<file path="config.mk">
export PLATFORM = sky130hd
export DESIGN_NAME = ktnvs_scan
export DESIGN_NICKNAME = d
export VERILOG_FILES = /design/src/sv/ktnvs_pkg.sv /design/src/sv/ktnvs_scan.sv
export SDC_FILE = /design/constraint.sdc
export NUM_CORES = 1
export LEC_CHECK = 0
export ABC_AREA = 1
export BUFFER_PORTS_ARGS = -buffer_cell sky130_fd_sc_hd__buf_4
export CORE_MARGIN = 3
export CORE_UTILIZATION = 48
export CTS_CLUSTER_DIAMETER = 100
export CTS_CLUSTER_SIZE = 8
export DETAILED_ROUTE_END_ITERATION = 8
export PLACE_DENSITY = 0.87
export SLEW_MARGIN = 20
export SYNTH_ARGS = -nofsm -noshare
export SYNTH_HDL_FRONTEND = slang
export SYNTH_SLANG_ARGS = --single-unit
</file>
<file path="constraint.sdc">
create_clock -name clk -period 6.9 [get_ports clk]
set_input_delay 1.38 -clock clk [delete_from_list [all_inputs] [get_ports clk]]
set_output_delay 1.38 -clock clk [all_outputs]
set_load 0.005 [all_outputs]
</file>
<file path="src/sv/ktnvs_pkg.sv">
// ----------------------------------------------------------------------------
// ktnvs_pkg
// Shared types, operation codes and key helpers for the keyed table search.
// ----------------------------------------------------------------------------
package ktnvs_pkg;

	localparam int SLOTS_DEF     = 64;
	localparam int KEY_BYTES_DEF = 8;

	localparam int KEY_W  = 64;
	localparam int VAL_W  = 32;
	localparam int OP_W   = 3;
	localparam int LEN_W  = 4;
	localparam int IDX_W  = 6;
	localparam int DATA_W = 104;

	localparam logic [OP_W-1:0] OP_CLEAR  = 3'd0;
	localparam logic [OP_W-1:0] OP_INSERT = 3'd1;
	localparam logic [OP_W-1:0] OP_EXACT  = 3'd2;
	localparam logic [OP_W-1:0] OP_BELOW  = 3'd3;
	localparam logic [OP_W-1:0] OP_ABOVE  = 3'd4;

	localparam logic [VAL_W-1:0] VAL_MAX = '1;

	typedef struct packed {
		logic [KEY_W-1:0] key;
		logic [VAL_W-1:0] value;
	} entry_t;

	typedef struct packed {
		logic [OP_W-1:0]  op;
		logic [KEY_W-1:0] key;
		logic [LEN_W-1:0] clen;
		logic [VAL_W-1:0] probe;
	} cmd_t;

	// Keep the low kb bytes and clear everything from the first zero byte on.
	function automatic logic [KEY_W-1:0] norm_key(input logic [KEY_W-1:0] k, input int kb);
		logic [KEY_W-1:0] r;
		logic             live;
		r    = '0;
		live = 1'b1;
		for (int b = 0; b < 8; b++) begin
			if (k[8*b +: 8] == 8'h00 || b >= kb) begin
				live = 1'b0;
			end
			if (live) begin
				r[8*b +: 8] = k[8*b +: 8];
			end
		end
		return r;
	endfunction

	// One bit per key byte that takes part in a prefix compare.
	function automatic logic [7:0] prefix_mask(input logic [LEN_W-1:0] clen, input int kb);
		logic [7:0] m;
		for (int b = 0; b < 8; b++) begin
			m[b] = (b < int'(clen)) && (b < kb);
		end
		return m;
	endfunction

endpackage

</file>
<file path="src/sv/ktnvs_scan.sv">
// ----------------------------------------------------------------------------
// ktnvs_scan
// Compares each entry read from the table and keeps the best match so far.
// ----------------------------------------------------------------------------
module ktnvs_scan
	import ktnvs_pkg::*;
#(
	parameter int  SLOTS     = SLOTS_DEF,
	parameter int  KEY_BYTES = KEY_BYTES_DEF,
	localparam int AW        = $clog2(SLOTS)
) (
	input  logic          clk,
	input  logic          arst_n,
	input  logic          start,
	input  cmd_t          cmd,
	input  logic          rd_valid,
	input  logic [AW-1:0] rd_idx,
	input  entry_t        rd_entry,
	output logic          hit,
	output logic [AW-1:0] hit_idx,
	output entry_t        hit_entry
);

	logic             hit_q;
	logic [AW-1:0]    hit_idx_q;
	entry_t           hit_entry_q;
	logic [VAL_W-1:0] best_q;

	logic [7:0]       mask;
	logic             key_eq;
	logic             pre_eq;
	logic             take;
	logic [VAL_W-1:0] v;

	always_comb begin
		mask   = prefix_mask(cmd.clen, KEY_BYTES);
		key_eq = (rd_entry.key == cmd.key);
		pre_eq = 1'b1;
		for (int b = 0; b < 8; b++) begin
			if (mask[b] && rd_entry.key[8*b +: 8] != cmd.key[8*b +: 8]) begin
				pre_eq = 1'b0;
			end
		end
		v    = rd_entry.value;
		take = 1'b0;
		unique case (cmd.op)
			OP_EXACT: take = key_eq && !hit_q;
			OP_BELOW: take = pre_eq && (v < cmd.probe) && (best_q <= v);
			OP_ABOVE: take = pre_eq && (v > cmd.probe) && (best_q >= v);
			default:  take = 1'b0;
		endcase
	end

	always_ff @(posedge clk or negedge arst_n) begin
		if (!arst_n) begin
			hit_q <= 1'b0;
		end else if (start) begin
			hit_q <= 1'b0;
		end else if (rd_valid && take) begin
			hit_q <= 1'b1;
		end
	end

	always_ff @(posedge clk) begin
		if (start) begin
			best_q <= (cmd.op == OP_ABOVE) ? VAL_MAX : '0;
		end else if (rd_valid && take) begin
			best_q      <= v;
			hit_idx_q   <= rd_idx;
			hit_entry_q <= rd_entry;
		end
	end

	assign hit       = hit_q;
	assign hit_idx   = hit_idx_q;
	assign hit_entry = hit_entry_q;

endmodule

</file>
# After elaboration in Yosys (flattened, before gate mapping)
# Cells that the tools add are included.
dict set report op_classes {
  n_eq_ne 12
  magnitude_cmp 12
  n_bitwise 1
  n_mux 14
  n_reduce_logical 17
}
# cell n
set op_table {}
lappend op_table {{$mux W32} 3}
lappend op_table {{$eq A64 B64 Y1} 1}
lappend op_table {{$ne A8 B8 Y1} 8}
lappend op_table {{$ge A32 B32 Y1} 1}
lappend op_table {{$gt A32 B32 Y1} 1}
lappend op_table {{$le A32 B32 Y1} 1}
lappend op_table {{$lt A32 B32 Y1} 1}
lappend op_table {{$lt A3 B4 Y1 const A} 4}
lappend op_table {{$logic_and A1 B1 Y1} 14}
lappend op_table {{$mux W1} 10}
lappend op_table {{$lt A1 B4 Y1 const A} 2}
lappend op_table {{$lt A2 B4 Y1 const A} 2}
lappend op_table {{$eq A3 B2 Y1 const B} 2}
lappend op_table {{$eq A3 B3 Y1 const B} 1}
lappend op_table {{$pmux W1 S3} 1}
lappend op_table {{$reduce_and A2 Y1} 1}
lappend op_table {{$reduce_bool A2 Y1} 1}
lappend op_table {{$logic_not A1 Y1} 1}
lappend op_table {{$not A1 Y1} 1}
dict set report word_totals {
  out_inout_bits 103
  reg_bits 135
  input_bits 209
}

# Longest topological paths before layout
dict set report depth {
  depth_word 16
  ltp_mapped 20
}

# Worst setup path after synthesis
# OpenSTA, ideal clock, no wires.
dict set report synth_timing {
  kind {input port to flip-flop}
  start {in rd_entry[31] (netlist name)}
  end {reg hit_entry_q (netlist bit hit_entry[0]), enable pin}
  setup_time_ps 564
  required_ps 6336
  setup_slack_ps -511
  arrival_time_ps 6847
  n_path_buf 0
  path_stages 14
  path_cell_list {inv_1 > ha_1 > nand2_1 > nor2_1 > nand2_1 > nor4_2 > nand2_1 > nand3_1 > nand2_1 > nand2_1 > nand3_1 > nand2_1 > nand2_2 > nor2_1}
}
dict set report synth_via {
  elab_chain_len 6
  elab_cells_between_ends 11
  cone_classes {order compare: 4; mux: 1; reduce/logical: 6}
}
# element line_no
set synth_rtl {}
lappend synth_rtl {{from (decl)} ktnvs_scan.sv:18} ;# input entry_t rd_entry,
lappend synth_rtl {{$gt A32 B32 Y1 or $lt A32 B32 Y1 (tied branches)} {ktnvs_scan.sv:49, ktnvs_scan.sv:48}}
lappend synth_rtl {{$logic_and A1 B1 Y1, on equally long branches (2 in a row)} {ktnvs_scan.sv:49, ktnvs_scan.sv:48}}
lappend synth_rtl {{$pmux W1 S3 (*)} ktnvs_scan.sv:46} ;# unique case (cmd.op)
lappend synth_rtl {{$logic_and A1 B1 Y1 (*)} ktnvs_scan.sv:67} ;# end else if (rd_valid && take) begin
lappend synth_rtl {{$reduce_and A2 Y1 (no source line) (*)} n/a}
lappend synth_rtl {{to (signal assigned)} ktnvs_scan.sv:70} ;# hit_entry_q <= rd_entry;
lappend synth_rtl {{to (decl)} ktnvs_scan.sv:26} ;# entry_t hit_entry_q;
# Mark *: on every way between the ends. The rest lies on a longest branch, timed or not.
# A chain may end at the register's enable or synchronous reset.

# Worst setup path after layout
dict set report layout_timing {
  start {in rd_entry[27] (netlist name)}
  end {reg hit_entry_q (netlist bit hit_entry[21]), enable pin}
}
# The elaborated chain is that of the path after synthesis.

==> results by group <==
Drt
  • Initial drt markers: 330
  • WL per Instance: around 16 um
  • Via/cell ratio: 4.90
  • Final WL: roughly 20,000 um
  • Antenna Violating Nets Remaining: 0
  • Post-route DRC: 0
  • Via count: around 6,200
  • Drt first pass iters: 4

Clock network
  • Clock Latency Late Sink: 420 ps
  • Cts repair resizes: 0
  • CTS Buffer Depth: 2
  • Setup repair bufs after CTS: 0
  • Quantity of hold-fixing buffers added after cts: 0
  • CTS sink cnt: around 140
  • H-tree depth: 4
  • Root buffer cell: clkbuf_16
  • Clk slew on worst S/H paths: around 60 ps
  • CTS buffer count: 17
  • CTS tree: done

Floorplanning
  • Num rows: 44
  • Die span in y: between 100 and 150 um
  • Die Area: about 17,000 um^2
  • Die X: between 100 and 150 um
  • Starting Density: 0.495
  • I/O Pins: 312
  • Core Region: 14,700 um^2

Logic synthesis
  • Gate count after technology mapping: between 700 and 800
  • Synthesized area per cell: around 9.7 um^2
  • Mapped Nets: 1,025
  • Yosys reg bits: between 100 and 150
  • Number of synthesized flops with an enable pin: 134
  • Yosys warns: 0
  • Main synth FF type: edfxtp_1
  • Count of different cell masters after synthesis: 25
  • Sequential area share after synthesis: 0.556
  • Synthesized cell area: between 7000 and 8000 um^2
  • Share of async-settable or async-resettable flops after synthesis: 0.00741

STA
  • Worst hold slack: roughly 560 ps
  • Final period utilization: 0.533
  • Max_slew headroom: 0.430
  • Post-route minimum period: 3670 ps
  • Post-route setup TNS: 0 ps
  • Max frequency: 272 MHz
  • Slew Viols, Final: 0
  • Worst Tran Pin Value: approximately 850 ps
  • RSZ-0062 raised after global routing: false
  • Clock Skew: between 10 and 15 ps
  • Hold Violations, Final: 0
  • Endpoints failing setup: 0

Outcome
  • Status: finished clean

Critical path
  • Crit Path Max Fanout: 56
  • Worst EP arrival: 3720 ps
  • WS Path Type: in2reg
  • Worst reg2reg endpoint: hit_entry[21]
  • Reg-to-reg startpoint: best_q[27]
  • CP Data Required Time: 6950 ps
  • Reg2Reg Depth: 15
  • Crit path launch type: input port
  • Crit end category: flop
  • Reg-to-reg slack, setup: between 3000 and 4000 ps

Finish
  • Multi-input gate area: 2670 um^2
  • Most common cell after layout, fill and taps aside: buf_4
  • Most frequent cells in the layout: 314 x buf_4, 179 x nand2_1, 144 x inv_1
  • Antenna Cells: 0
  • Fraction of layout cells with a size suffix above 1: 0.324
  • Register area: 4050 um^2
  • Final Net Count: approximately 1,400
  • Filler cells: 1,065
  • Area Overhead vs Synth: 43.7%
  • Final Instance Area: 10,500 um^2

Power and ir drop
  • Worst vdd ir: 0.153 mV
  • Cell Pwr Density: 207 nW/um^2
  • Lkg Pwr: 5.18 nW

Global routing
  • Largest net degree at the start of global routing: 57
  • GR Overflow Total: 0
  • Number of global-route vias before repair: between 6,000 and 7,000
  • Initial antenna violation count: 0
  • First-pass GRT wire length: 30,400 um
  • Total GRT Usage: 0.240

Run
  • Max-cap check violation count: 0

Placement
  • Placement Cell Area: 9850 um^2
  • PortBufs: 311
  • HPWL after DPL: around 16,000 um
  • Gpl congestion: slightly above 0.8

Worst hold path
  • Hold Crit Class: reg2reg
  • Hold_sp: hit
  • Hold depth: 2
  • Destination of the worst hold path: hit
-- synth_stat cells (4+ instances only) --
cell type  count  area share
nand4_1        7      0.0060
edfxtp_1     134        0.55
o21a_1         4      0.0041
clkbuf_1       7      0.0036
a21oi_1       33       0.023
nand3_1       11      0.0076
o21ai_0       41       0.028
xnor2_1       14       0.017
nand2_1      179       0.092
xor2_1        19       0.023
inv_1        144       0.074
nor2_1        77       0.040
ha_1          64        0.11
-- power by group --
group,total [mW],internal (mW),switching [mW]
Clock,0.943,0.599,0.345
Sequential,0.929,0.923,0.00586
Combinational,0.298,0.152,0.145
Total,2.17,1.67,0.496
-- through the flow --
step | power (mW) | utilization | std cells | setup slack, ps
global route | 2.26 | 0.712 | 1275 | 3050
detailed placement | 1.24 | 0.670 | 1243 | 2850
floorplan | 1.09 | - | 752 | 1230
global placement | 1.22 | 0.670 | 1243 | 2900
CTS | 2.18 | 0.712 | 1275 | 3260
finish | 2.17 | 0.712 | 1275 | 3230
-- cells by family after synthesis --
logic type / after synthesis / synth area share
simple gates: 285 / 0.156
fa+ha+maj: 64 / 0.110
xor+xnor: 33 / 0.0397
buf+inv: 151 / 0.0779
flops: 135 / 0.556
compound gates: 84 / 0.0605
-- state kept, by name (all words and copies together) (netlist names) --
name and cells:
hit 1, hit_entry 96, best_q 32, hit_idx 6
-- worst max path at each step --
stage            startpoint             to  slack (ps)  depth (start not counted)
2_1_floorplan  rd_entry[31]   hit_entry[0]        1230                         14
3_3_place_gp   rd_entry[31]  hit_entry[59]        2900                         13
3_5_place_dp   rd_entry[29]  hit_entry[21]        2850                         16
4_1_cts        rd_entry[27]     hit_idx[0]        3260                         17
5_1_grt        rd_entry[27]  hit_entry[86]        3050                         17
6_report       rd_entry[27]  hit_entry[21]        3230                         17
-- cell type report --
cell class,count,share of cell area
clock inverter,15,0.0177
inverter,144,0.0517
tap,184,0.0220
clock buffer,17,0.0407
multi-input combinational,466,0.255
sequential,135,0.387
timing repair buffer,314,0.225
-- metal layers --
| metal | routed length [um] | part of all wire | global-route usage | vias up |
|---|---|---|---|---|
| met3 | 1840 | 0.091 | 0.0894 | 49 |
| met2 | 10800 | 0.53 | 0.442 | 249 |
| met1 | 6780 | 0.34 | 0.236 | 2844 |
| met5 | 0 | 0 | 0 | - |
| met4 | 741 | 0.037 | 0.116 | 0 |
| li1 | - | - | - | 3100 |
-- critical path: stages --
cell	delay, ps
buf_4	100
inv_1	60
ha_1	330
a21oi_1	230
o21ai_0	130
nand2_1	80
nand2_1	50
a21oi_1	190
nand2_1	80
nand2_1	50
nand2_1	50
nand2_1	50
nand3_1	70
nand2_1	90
nand2_2	80
nor2_4	90
buf_4	600
(Power assumes the default switching activity.)
